--- config.mk ---
export PLATFORM = sky130hd
export DESIGN_NAME = refcounted_key_table_core
export DESIGN_NICKNAME = d
export VERILOG_FILES = /design/src/sv/rkt_pkg.sv /design/src/sv/rkt_mem.sv /design/src/sv/rkt_scan.sv /design/src/sv/refcounted_key_table_core.sv
export SDC_FILE = /design/constraint.sdc
export NUM_CORES = 2
export LEC_CHECK = 0
export BUFFER_PORTS_ARGS = -buffer_cell sky130_fd_sc_hd__clkbuf_2
export CORE_ASPECT_RATIO = 1.1
export CORE_MARGIN = 2
export CORE_UTILIZATION = 30
export DETAILED_ROUTE_END_ITERATION = 16
export PLACE_DENSITY = 0.43
export SLEW_MARGIN = 20
export SYNTH_ARGS = -nofsm -noshare
export SYNTH_HDL_FRONTEND = slang
export SYNTH_SLANG_ARGS = --single-unit
--- constraint.sdc ---
create_clock -name clk -period 15.75 [get_ports clk]
set_input_delay 1.575 -clock clk [delete_from_list [all_inputs] [get_ports clk]]
set_output_delay 1.575 -clock clk [all_outputs]
set_load 0.01 [all_outputs]
--- src/sv/rkt_pkg.sv ---
`timescale 1ns / 1ps

package rkt_pkg;

    localparam logic [1:0] OP_LOOKUP = 2'd0;
    localparam logic [1:0] OP_INSERT = 2'd1;
    localparam logic [1:0] OP_UPDATE = 2'd2;

    typedef struct packed {
        logic [1:0]         op;
        logic [63:0]        key;
        logic signed [31:0] delta;
    } req_item_t;

    typedef struct packed {
        logic        found;
        logic [63:0] count;
        logic        removed;
        logic        full_res;
    } rsp_item_t;

    // one table entry as held in the memory
    typedef struct packed {
        logic [63:0] key;
        logic [63:0] count;
    } entry_t;

    // scan progress reported to the controller
    typedef struct packed {
        logic done;
        logic hit;
        logic free_found;
    } scan_status_t;

    typedef enum logic [1:0] {
        ST_IDLE,
        ST_SCAN,
        ST_FINISH
    } state_t;

endpackage

--- src/sv/rkt_mem.sv ---
`timescale 1ns / 1ps

module rkt_mem #(
    parameter int ENTRIES = 16
) (
    input  logic                                      clk,
    input  logic                                      wr_en,
    input  logic [(ENTRIES > 1 ? $clog2(ENTRIES) : 1)-1:0] wr_addr,
    input  rkt_pkg::entry_t                           wr_data,
    input  logic                                      rd_en,
    input  logic [(ENTRIES > 1 ? $clog2(ENTRIES) : 1)-1:0] rd_addr,
    output rkt_pkg::entry_t                           rd_data
);

    rkt_pkg::entry_t mem [ENTRIES];

    always_ff @(posedge clk)
    begin
        if (wr_en)
        begin
            mem[wr_addr] <= wr_data;
        end
    end

    always_ff @(posedge clk)
    begin
        if (rd_en)
        begin
            rd_data <= mem[rd_addr];
        end
    end

endmodule

--- src/sv/rkt_scan.sv ---
`timescale 1ns / 1ps

module rkt_scan #(
    parameter int ENTRIES = 16
) (
    input  logic                         clk,
    input  logic                         rst_n,
    input  logic                         start,
    input  logic [63:0]                  key,
    input  logic [ENTRIES-1:0]           valid_bits,
    output logic                         rd_en,
    output logic [(ENTRIES > 1 ? $clog2(ENTRIES) : 1)-1:0] rd_addr,
    input  rkt_pkg::entry_t              rd_data,
    output rkt_pkg::scan_status_t        status,
    output logic [(ENTRIES > 1 ? $clog2(ENTRIES) : 1)-1:0] hit_idx,
    output logic [63:0]                  hit_count,
    output logic [(ENTRIES > 1 ? $clog2(ENTRIES) : 1)-1:0] free_idx
);

    localparam int IDX_W = (ENTRIES > 1) ? $clog2(ENTRIES) : 1;
    localparam logic [IDX_W-1:0] LAST_IDX = IDX_W'(ENTRIES - 1);

    logic             issue_reg, issue_next;
    logic [IDX_W-1:0] addr_reg, addr_next;
    logic             pend_reg, pend_next;
    logic [IDX_W-1:0] pend_idx_reg;
    logic             done_reg, done_next;
    logic             hit_reg, hit_next;
    logic             free_found_reg, free_found_next;
    logic [IDX_W-1:0] hit_idx_reg;
    logic [63:0]      count_reg;
    logic [IDX_W-1:0] free_idx_reg;

    logic cmp_hit;
    logic cmp_free;
    logic cmp_last;

    always_comb
    begin
        cmp_hit  = pend_reg && valid_bits[pend_idx_reg] && (rd_data.key == key);
        cmp_free = pend_reg && !valid_bits[pend_idx_reg] && !free_found_reg;
        cmp_last = pend_reg && (pend_idx_reg == LAST_IDX);
    end

    always_comb
    begin
        issue_next      = issue_reg;
        addr_next       = addr_reg;
        pend_next       = issue_reg;
        done_next       = done_reg;
        hit_next        = hit_reg;
        free_found_next = free_found_reg || cmp_free;

        if (issue_reg)
        begin
            if (addr_reg == LAST_IDX)
            begin
                issue_next = 1'b0;
            end
            else
            begin
                addr_next = addr_reg + 1'b1;
            end
        end

        // stop on a match and drop the read still in flight
        if (cmp_hit)
        begin
            hit_next   = 1'b1;
            done_next  = 1'b1;
            issue_next = 1'b0;
            pend_next  = 1'b0;
        end
        else if (cmp_last)
        begin
            done_next = 1'b1;
        end

        if (start)
        begin
            issue_next      = 1'b1;
            addr_next       = '0;
            pend_next       = 1'b0;
            done_next       = 1'b0;
            hit_next        = 1'b0;
            free_found_next = 1'b0;
        end
    end

    always_ff @(posedge clk or negedge rst_n)
    begin
        if (!rst_n)
        begin
            issue_reg      <= 1'b0;
            addr_reg       <= '0;
            pend_reg       <= 1'b0;
            done_reg       <= 1'b0;
            hit_reg        <= 1'b0;
            free_found_reg <= 1'b0;
        end
        else
        begin
            issue_reg      <= issue_next;
            addr_reg       <= addr_next;
            pend_reg       <= pend_next;
            done_reg       <= done_next;
            hit_reg        <= hit_next;
            free_found_reg <= free_found_next;
        end
    end

    always_ff @(posedge clk)
    begin
        pend_idx_reg <= addr_reg;
        if (cmp_hit)
        begin
            hit_idx_reg <= pend_idx_reg;
            count_reg   <= rd_data.count;
        end
        if (cmp_free)
        begin
            free_idx_reg <= pend_idx_reg;
        end
    end

    assign rd_en             = issue_reg;
    assign rd_addr           = addr_reg;
    assign status.done       = done_reg;
    assign status.hit        = hit_reg;
    assign status.free_found = free_found_reg;
    assign hit_idx           = hit_idx_reg;
    assign hit_count         = count_reg;
    assign free_idx          = free_idx_reg;

endmodule

--- src/sv/refcounted_key_table_core.sv ---
`timescale 1ns / 1ps

// Reference-counted key table: ENTRIES slots, each a 64-bit key with a
// 64-bit count. Requests arrive on req (op, key, delta) under
// req_valid/req_ready; each request yields one response item on rsp
// (found, count, removed, full_res) under rsp_valid/rsp_ready.
// Ops: lookup, insert (count starts at zero, lowest free slot), update
// (add the sign-extended delta; an entry whose count hits zero is freed).
// The unused op code does nothing and answers all zero.
//
// Keys and counts sit in one single-port-read memory; the controller walks
// it one entry per cycle, so the memory read port sets the rate. A match
// at slot i ends the walk there; a miss walks all ENTRIES slots. The next
// request is taken in the cycle after the response is loaded.
// Write-back happens in the cycle the response is loaded, before the next
// walk starts, so no forwarding is needed.
//
// Reset clears all slot valid bits at once (no clearing pass) and empties
// the response register. When the receiver stalls, the response holds in
// its register; the table still accepts one more request and walks it,
// then waits in its finish step until the response register frees up.

module refcounted_key_table_core #(
    parameter int ENTRIES = 16
) (
    input  logic               clk,
    input  logic               rst_n,
    input  logic               req_valid,
    output logic               req_ready,
    input  rkt_pkg::req_item_t req,
    output logic               rsp_valid,
    input  logic               rsp_ready,
    output rkt_pkg::rsp_item_t rsp
);

    localparam int IDX_W = (ENTRIES > 1) ? $clog2(ENTRIES) : 1;

    rkt_pkg::state_t state_reg, state_next;

    rkt_pkg::req_item_t req_hold_reg;
    logic [ENTRIES-1:0] valid_reg, valid_next;
    logic               rsp_valid_reg, rsp_valid_next;
    rkt_pkg::rsp_item_t rsp_reg;

    logic scan_start;
    logic finish_go;

    logic                  mem_rd_en;
    logic [IDX_W-1:0]      mem_rd_addr;
    rkt_pkg::entry_t       mem_rd_data;
    logic                  mem_wr_en;
    logic [IDX_W-1:0]      mem_wr_addr;
    rkt_pkg::entry_t       mem_wr_data;

    rkt_pkg::scan_status_t scan_status;
    logic [IDX_W-1:0]      hit_idx;
    logic [63:0]           hit_count;
    logic [IDX_W-1:0]      free_idx;

    rkt_pkg::rsp_item_t    result;
    logic [63:0]           upd_sum;
    logic                  ins_write;
    logic                  upd_write;
    logic                  upd_zero;

    rkt_mem #(
        .ENTRIES (ENTRIES)
    ) u_mem (
        .clk     (clk),
        .wr_en   (mem_wr_en),
        .wr_addr (mem_wr_addr),
        .wr_data (mem_wr_data),
        .rd_en   (mem_rd_en),
        .rd_addr (mem_rd_addr),
        .rd_data (mem_rd_data)
    );

    rkt_scan #(
        .ENTRIES (ENTRIES)
    ) u_scan (
        .clk        (clk),
        .rst_n      (rst_n),
        .start      (scan_start),
        .key        (req_hold_reg.key),
        .valid_bits (valid_reg),
        .rd_en      (mem_rd_en),
        .rd_addr    (mem_rd_addr),
        .rd_data    (mem_rd_data),
        .status     (scan_status),
        .hit_idx    (hit_idx),
        .hit_count  (hit_count),
        .free_idx   (free_idx)
    );

    // next state
    always_comb
    begin
        state_next = state_reg;
        unique case (state_reg)
            rkt_pkg::ST_IDLE:
            begin
                if (req_valid)
                begin
                    state_next = rkt_pkg::ST_SCAN;
                end
            end
            rkt_pkg::ST_SCAN:
            begin
                if (scan_status.done)
                begin
                    state_next = rkt_pkg::ST_FINISH;
                end
            end
            rkt_pkg::ST_FINISH:
            begin
                if (!rsp_valid_reg || rsp_ready)
                begin
                    state_next = rkt_pkg::ST_IDLE;
                end
            end
            default:
            begin
                state_next = rkt_pkg::ST_IDLE;
            end
        endcase
    end

    // state outputs
    always_comb
    begin
        req_ready  = 1'b0;
        scan_start = 1'b0;
        finish_go  = 1'b0;
        unique case (state_reg)
            rkt_pkg::ST_IDLE:
            begin
                req_ready  = 1'b1;
                scan_start = req_valid;
            end
            rkt_pkg::ST_SCAN:
            begin
            end
            rkt_pkg::ST_FINISH:
            begin
                finish_go = !rsp_valid_reg || rsp_ready;
            end
            default:
            begin
            end
        endcase
    end

    // result and write-back for the item in hand
    always_comb
    begin
        upd_sum   = hit_count + {{32{req_hold_reg.delta[31]}}, req_hold_reg.delta};
        upd_zero  = (upd_sum == 64'd0);
        ins_write = 1'b0;
        upd_write = 1'b0;
        result    = '0;

        case (req_hold_reg.op)
            rkt_pkg::OP_LOOKUP:
            begin
                if (scan_status.hit)
                begin
                    result.found = 1'b1;
                    result.count = hit_count;
                end
            end
            rkt_pkg::OP_INSERT:
            begin
                if (scan_status.hit)
                begin
                    result.found = 1'b1;
                    result.count = hit_count;
                end
                else if (scan_status.free_found)
                begin
                    ins_write = 1'b1;
                end
                else
                begin
                    result.full_res = 1'b1;
                end
            end
            rkt_pkg::OP_UPDATE:
            begin
                if (scan_status.hit)
                begin
                    upd_write      = 1'b1;
                    result.found   = 1'b1;
                    result.count   = upd_sum;
                    result.removed = upd_zero;
                end
            end
            default:
            begin
            end
        endcase

        mem_wr_en       = finish_go && (ins_write || upd_write);
        mem_wr_addr     = ins_write ? free_idx : hit_idx;
        mem_wr_data.key = req_hold_reg.key;
        mem_wr_data.count = ins_write ? 64'd0 : upd_sum;

        valid_next = valid_reg;
        if (finish_go && ins_write)
        begin
            valid_next[free_idx] = 1'b1;
        end
        if (finish_go && upd_write && upd_zero)
        begin
            valid_next[hit_idx] = 1'b0;
        end

        // hold the response until taken, load a new one on finish
        rsp_valid_next = rsp_valid_reg;
        if (finish_go)
        begin
            rsp_valid_next = 1'b1;
        end
        else if (rsp_ready)
        begin
            rsp_valid_next = 1'b0;
        end
    end

    always_ff @(posedge clk or negedge rst_n)
    begin
        if (!rst_n)
        begin
            state_reg     <= rkt_pkg::ST_IDLE;
            valid_reg     <= '0;
            rsp_valid_reg <= 1'b0;
        end
        else
        begin
            state_reg     <= state_next;
            valid_reg     <= valid_next;
            rsp_valid_reg <= rsp_valid_next;
        end
    end

    always_ff @(posedge clk)
    begin
        if (scan_start)
        begin
            req_hold_reg <= req;
        end
        if (finish_go)
        begin
            rsp_reg <= result;
        end
    end

    assign rsp_valid = rsp_valid_reg;
    assign rsp       = rsp_reg;

    // a removed entry must have been found and must report zero
    assert property (@(posedge clk) disable iff (!rst_n)
        rsp_valid |-> (!rsp.removed || (rsp.found && (rsp.count == 64'd0))))
    else $error("removed response without a found entry at zero count");

    // a full rejection reports neither a hit nor a count
    assert property (@(posedge clk) disable iff (!rst_n)
        rsp_valid |-> (!rsp.full_res || (!rsp.found && (rsp.count == 64'd0))))
    else $error("full response carries found or count");

    // an accepted item always starts a walk
    assert property (@(posedge clk) disable iff (!rst_n)
        (req_valid && req_ready) |=> (state_reg == rkt_pkg::ST_SCAN))
    else $error("accepted item did not start a scan");

    // finishing always presents a response
    assert property (@(posedge clk) disable iff (!rst_n)
        finish_go |=> rsp_valid)
    else $error("finished item produced no response");

    // the memory is written only when an item finishes
    assert property (@(posedge clk) disable iff (!rst_n)
        mem_wr_en |-> (state_reg == rkt_pkg::ST_FINISH))
    else $error("table write outside the finish step");

endmodule

Word-level counts from Yosys, hierarchy flattened:

Memories as Yosys holds them, arrays and structs flattened. A register that Yosys moved wholly into a read port is not among the register bits.
Cells that the tools add are included.

* mux-type cells: 45
* equal/unequal tests: 11
* reductions and logical operators: 29
* magnitude comparators: 5
* bitwise operators: 4
* $add $sub $neg: 2

Operators with widths (count)
* $pmux W65 S2: 1
* $mux W66: 1
* $mux W65: 1
* $add A64 B64 Y64: 1
* $eq A64 B64 Y1: 1
* $logic_not A64 Y1: 1
* $mux W64: 1
* $mux W16: 2
* $mux W1: 28
* $and A16 B16 Y16: 1
* $mux W4: 4
* $not A16 Y16: 1
* $or A16 B16 Y16: 1
* $lt A4 B5 Y1 const B: 3
* $logic_and A1 B1 Y1: 11
* $demux W1 S4: 2
* $eq A4 B4 Y1 const B: 2
* $ge A4 B1 Y1 const B: 2
* $mux W2: 3
* $ne A2 B2 Y1 const B: 3
* $pmux W2 S3: 1
* $reduce_bool A2 Y1: 3
* $add A4 B1 Y4 const B: 1
* $bmux W1 S4: 1
* other kinds (11): 20

* output and inout bits: 69
* register bits after elaboration: 269
* memory bits (writable): 2048
* bits of input ports: 102
* memories kept: 1

Memories
* u_mem.mem: words 16, width 128, rd ports 1, clocked after Yosys merged registers in 1, write ports 1, line rkt_mem.sv:15 `rkt_pkg::entry_t mem [ENTRIES];`

Depth between registers and ports, before layout:

* word-level depth: 8
* mapped depth: 15
* depth with buffers taken out: 13

Modules after synthesis:

From an unflattened synthesis, not the netlist that was laid out.

* cells, all modules: 4956
* area, all modules: 96851.6 µm²

By module, submodules not included
* rkt_mem: area each 80612.3 µm², cells each 3365, instances 1
* refcounted_key_table_core: area each 12416.9 µm², cells each 1319, instances 1
* rkt_scan: area each 3822.4 µm², cells each 272, instances 1

Least setup slack after synthesis:

OpenSTA, ideal clock, no wires.

* path type: input-to-reg
* from: in rsp_ready
* to: mem u_mem.mem[8][0] in the netlist's numbering, enable pin
* buffers on the path: 0
* library setup time: 0.616 ns
* slack: 6.176 ns
* arrival: 8.958 ns
* cell stages on the path: 5
* cell sequence: nand2b_1 > nand2b_1 > inv_1 > nand3_1 > nor2_1

* word-level cells in the longest chain between the ends: 5

Ends and longest elaborated chain
* start, declared: line refcounted_key_table_core.sv:32 `input logic rsp_ready,`
* $logic_or A1 B1 Y1: line refcounted_key_table_core.sv:145 `finish_go = !rsp_valid_reg || rsp_ready;`
* $mux W1: line refcounted_key_table_core.sv:134 `unique case (state_reg)`
* via finish_go: line refcounted_key_table_core.sv:46 `logic finish_go;`
* $logic_and A1 B1 Y1: line refcounted_key_table_core.sv:202 `mem_wr_en = finish_go && (ins_write || upd_write);`
* $mux W1: line rkt_mem.sv:19 `if (wr_en)`
* $mux W1 (not written as such): line rkt_mem.sv:21 `mem[wr_addr] <= wr_data;`
* end, declared: line rkt_mem.sv:15

The timed path passes the listed nets, and every way through them passes these cells.

Worst setup path after layout:

* from: reg req_hold_reg[97] in the netlist's numbering
* to: mem u_mem.mem[7][7] in the netlist's numbering, enable pin

* word-level cells in the longest chain between the ends: 6

Ends and longest elaborated chain
* start, declared: line refcounted_key_table_core.sv:40 `rkt_pkg::req_item_t req_hold_reg;`
* start signal, assigned: line refcounted_key_table_core.sv:249 `req_hold_reg <= req;`
* $eq A2 B1 Y1 or $eq A2 B2 Y1 (tied branches): line refcounted_key_table_core.sv:162 `case (req_hold_reg.op)`
* $mux W1: line refcounted_key_table_core.sv:162
* $logic_or A1 B1 Y1: line refcounted_key_table_core.sv:202
* $logic_and A1 B1 Y1: line refcounted_key_table_core.sv:202
* $mux W1: line rkt_mem.sv:19
* $mux W1 (not written as such): line rkt_mem.sv:21

Several ways; a longest one is shown, not always the timed one.

==> flow_summary.yaml <==
status:
  status: "finished, final reports clean"
hold_path:
  holdPathStages: 0
  hold_start: "u_mem.rd_data[5]"
  hold_class: "flop to flop"
global_route:
  grt_max_degree: 128
  grt_pass1_vias: 48870
  track_usage: 0.1654
  grt_overflow: 0
  antenna_found_initial: 19
  grt_pass1_wl_um: 383200
timing:
  rsz0062_at_grt: "false"
  setup-tns-final_ns: 0
  fin_skew_ns: 0.05828
  setup_slack_ns: 10.20
  layout_min_cycle_time_ns: 5.546
  finalSetupViolations: 0
  final_hold_viol_count: 0
  relSlewSlack: 0.1160
  tightest_slew_ns: 1.326
  fmax_ghz: 0.1803
  maxSlewViolCount: 0
  fin_crit_sh: 0.3521
synth:
  yosysTopAreaCell: "edfxtp_1"
  ys_warn_count: 0
  synth-async-reset-ratio: 0.01145
  yosysUniqueCellTypes: 90
  syn_avg_cell_area_um2: 21.58
  synth_seq_cells: 2445
  synth_most_common_cell: "edfxtp_1"
  syn_area_um2: 95860
  netlist_instances: 4443
  yosysSeqAreaShare: 0.7640
  syn_nets: 4610
  synth_top_area_share: 0.7559
  ys_dominant_reg_cell: "edfxtp_1"
  synth-edff-count: 2413
  synth_area_leaders: "edfxtp_1, mux4_2, ha_1"
  synth_common_cells: "edfxtp_1, mux4_2, clkbuf_1, nand2_1, nor2_1"
floorplanning:
  die_area_um2: 324100
  coreArea_um2: 317900
  fp.dieH_um: 596.9
  start_util: 0.3015
  rows: 217
  ios: 171
  fp.dieW_um: 543.0
critical_path:
  cp.arrival_ns: 6.02
  cp_max_fo: 45
  cp.required_ns: 16.22
  crit_top_cell: "buf_4"
  cp_num_buf_inv: 4
  crit_path_end_kind: "flop"
  critPathLaunchType: "flop"
  crit_path_top_delay_cell: "buf_4"
  worstSetupStartpoint: "req_hold_reg[97]"
  rr_startpoint: "req_hold_reg[97]"
  path_class: "flop to flop"
  cp_cell_sequence: "nor2_1 > nand3_2 > buf_4 > mux2i_1 > or3_1 > nor2_4 > buf_4 > buf_4 > buf_4"
  path_delay_family: "buffers and inverters"
  crit_path_max_incr_delay_ns: 0.92
  path_depth: 9
  rr_worst_depth: 9
pwr:
  p_int_mw: 13.40
  swShare: 0.2823
  peakVddDrop_uv: 129.3
  p_leak_nw: 34.57
  total_power_mw: 18.67
  powerDensity_nw_per_um2: 168.1
  seq_power_share: 0.443
  comb_power_share: 0.223
  p_sw_mw: 5.272
  clkPwrFrac: 0.335
cts:
  cts_made_buffers: 281
  clk_latency_ns: 0.90
  h-tree-depth: 5
  cts.sinks: 2445
  postCtsHoldBufs: 0
  cts_resized: 0
  clock_path_buffers: 4
  cts_tree: "done"
  cts_root_buf: "clkbuf_16"
  post_cts_buffers: 0
  path_clk_slew_ns: 0.06
place:
  port-buffer-count: 170
  place_congestion: 0.9221
  dp_hpwl_um: 153800
  post-place-ws_ns: 9.371
finish:
  area_growth_pct: 15.86
  nets: 4958
  largest_reg_flops: 2048
  fill_cells: 29560
  register_area_um2: 73260
  post_route_cells_drive_above_1_share: 0.2733
  multi_input_area_um2: 21820
route:
  firstDrtPassIters: 7
  route.detailed.drc: 0
  routed_wl_um: 270400
  drt_iter0_markers: 3984
  vias: 46670
  viasPerCell: 5.034
  wl_per_cell_um: 29.16
  drtAntennaViolNets: 0
job:
  max-cap-violations: 0
==> per-stage QoR <==
step                      cell area [um^2]  instances    util  hold slack, ns
after floorplan                      95860       4443       -          0.3454
after global placement              102300       8778  0.3219          0.4019
after detailed placement            102300       8778  0.3219          0.4045
after CTS                           111000       9268  0.3492          0.4042
after global routing                111000       9269  0.3493          0.4124
final                               111100       9272  0.3493          0.4042
==> power by group through the flow <==
stage | Combinational (mW) | Sequential (mW) | Clock (mW)
2_1_floorplan | 2.88 | 8.20 | 0
3_3_place_gp | 4.26 | 8.42 | 0
3_5_place_dp | 4.28 | 8.42 | 0
4_1_cts | 4.29 | 8.29 | 6.45
5_1_grt | 4.47 | 8.32 | 6.69
6_report | 4.15 | 8.27 | 6.25
==> worst paths after layout <==
kind,slack [ns],end
min,0.40,u_scan.hit_count[5]
max,10.20,u_mem.mem[7][7]
max in group asynchronous,14.39,u_scan.rd_addr[1]
min reg2reg,0.40,u_scan.hit_count[5]
max reg2reg,10.20,u_mem.mem[7][7]
min in group asynchronous,0.77,state_reg[1]
==> metal layers <==
metal  up-vias  global-route usage  wire length [um]
met4         6             0.03838              6107
met1     25670              0.2301            121500
met3       335             0.02478             11520
met5         -                   0                36
li1      19490                   -                 -
met2      1173              0.2730            131200
==> cell usage in the layout, fill, tap and decap left out, drive strengths merged, types with 11 or more instances in the layout <==
master | netlist | layout
bufinv | 0 | 16
nand4 | 42 | 42
buf | 65 | 110
nand2b | 13 | 13
and2 | 32 | 32
a22o | 30 | 30
and3 | 13 | 13
mux4 | 645 | 645
dfrtp | 28 | 28
ha | 64 | 64
inv | 28 | 42
clkbuf | 150 | 525
nand2 | 141 | 141
and4 | 12 | 12
xor2 | 67 | 67
nor4 | 40 | 40
nor2 | 140 | 140
a21o | 11 | 11
edfxtp | 2413 | 2413
nor3 | 28 | 28
clkinv | 1 | 101
a31oi | 30 | 30
nand3 | 27 | 27
o21a | 11 | 11
xnor2 | 43 | 43
o21ai | 105 | 105
a21oi | 111 | 111
==> logic make-up after synthesis <==
logic type / share of synthesized area
adder cells (fa/ha/maj): 0.008563
buffers and inverters: 0.01021
AND/OR/NAND/NOR: 0.02765
flip-flops: 0.7640
multiplexers: 0.1521
AO/OA/AOI/OAI: 0.02741
XOR/XNOR: 0.01005
==> cell type report <==
cell class,count,share of cell area
clock buffer,355,0.06724
sequential,2445,0.6597
tap,4270,0.04811
timing repair buffer,280,0.01648
antenna,4,0.00009013
inverter,29,0.001048
clock inverter,135,0.01089
multi-input combinational,1754,0.1965
Note: power is estimated with default switching activity, not from simulation.
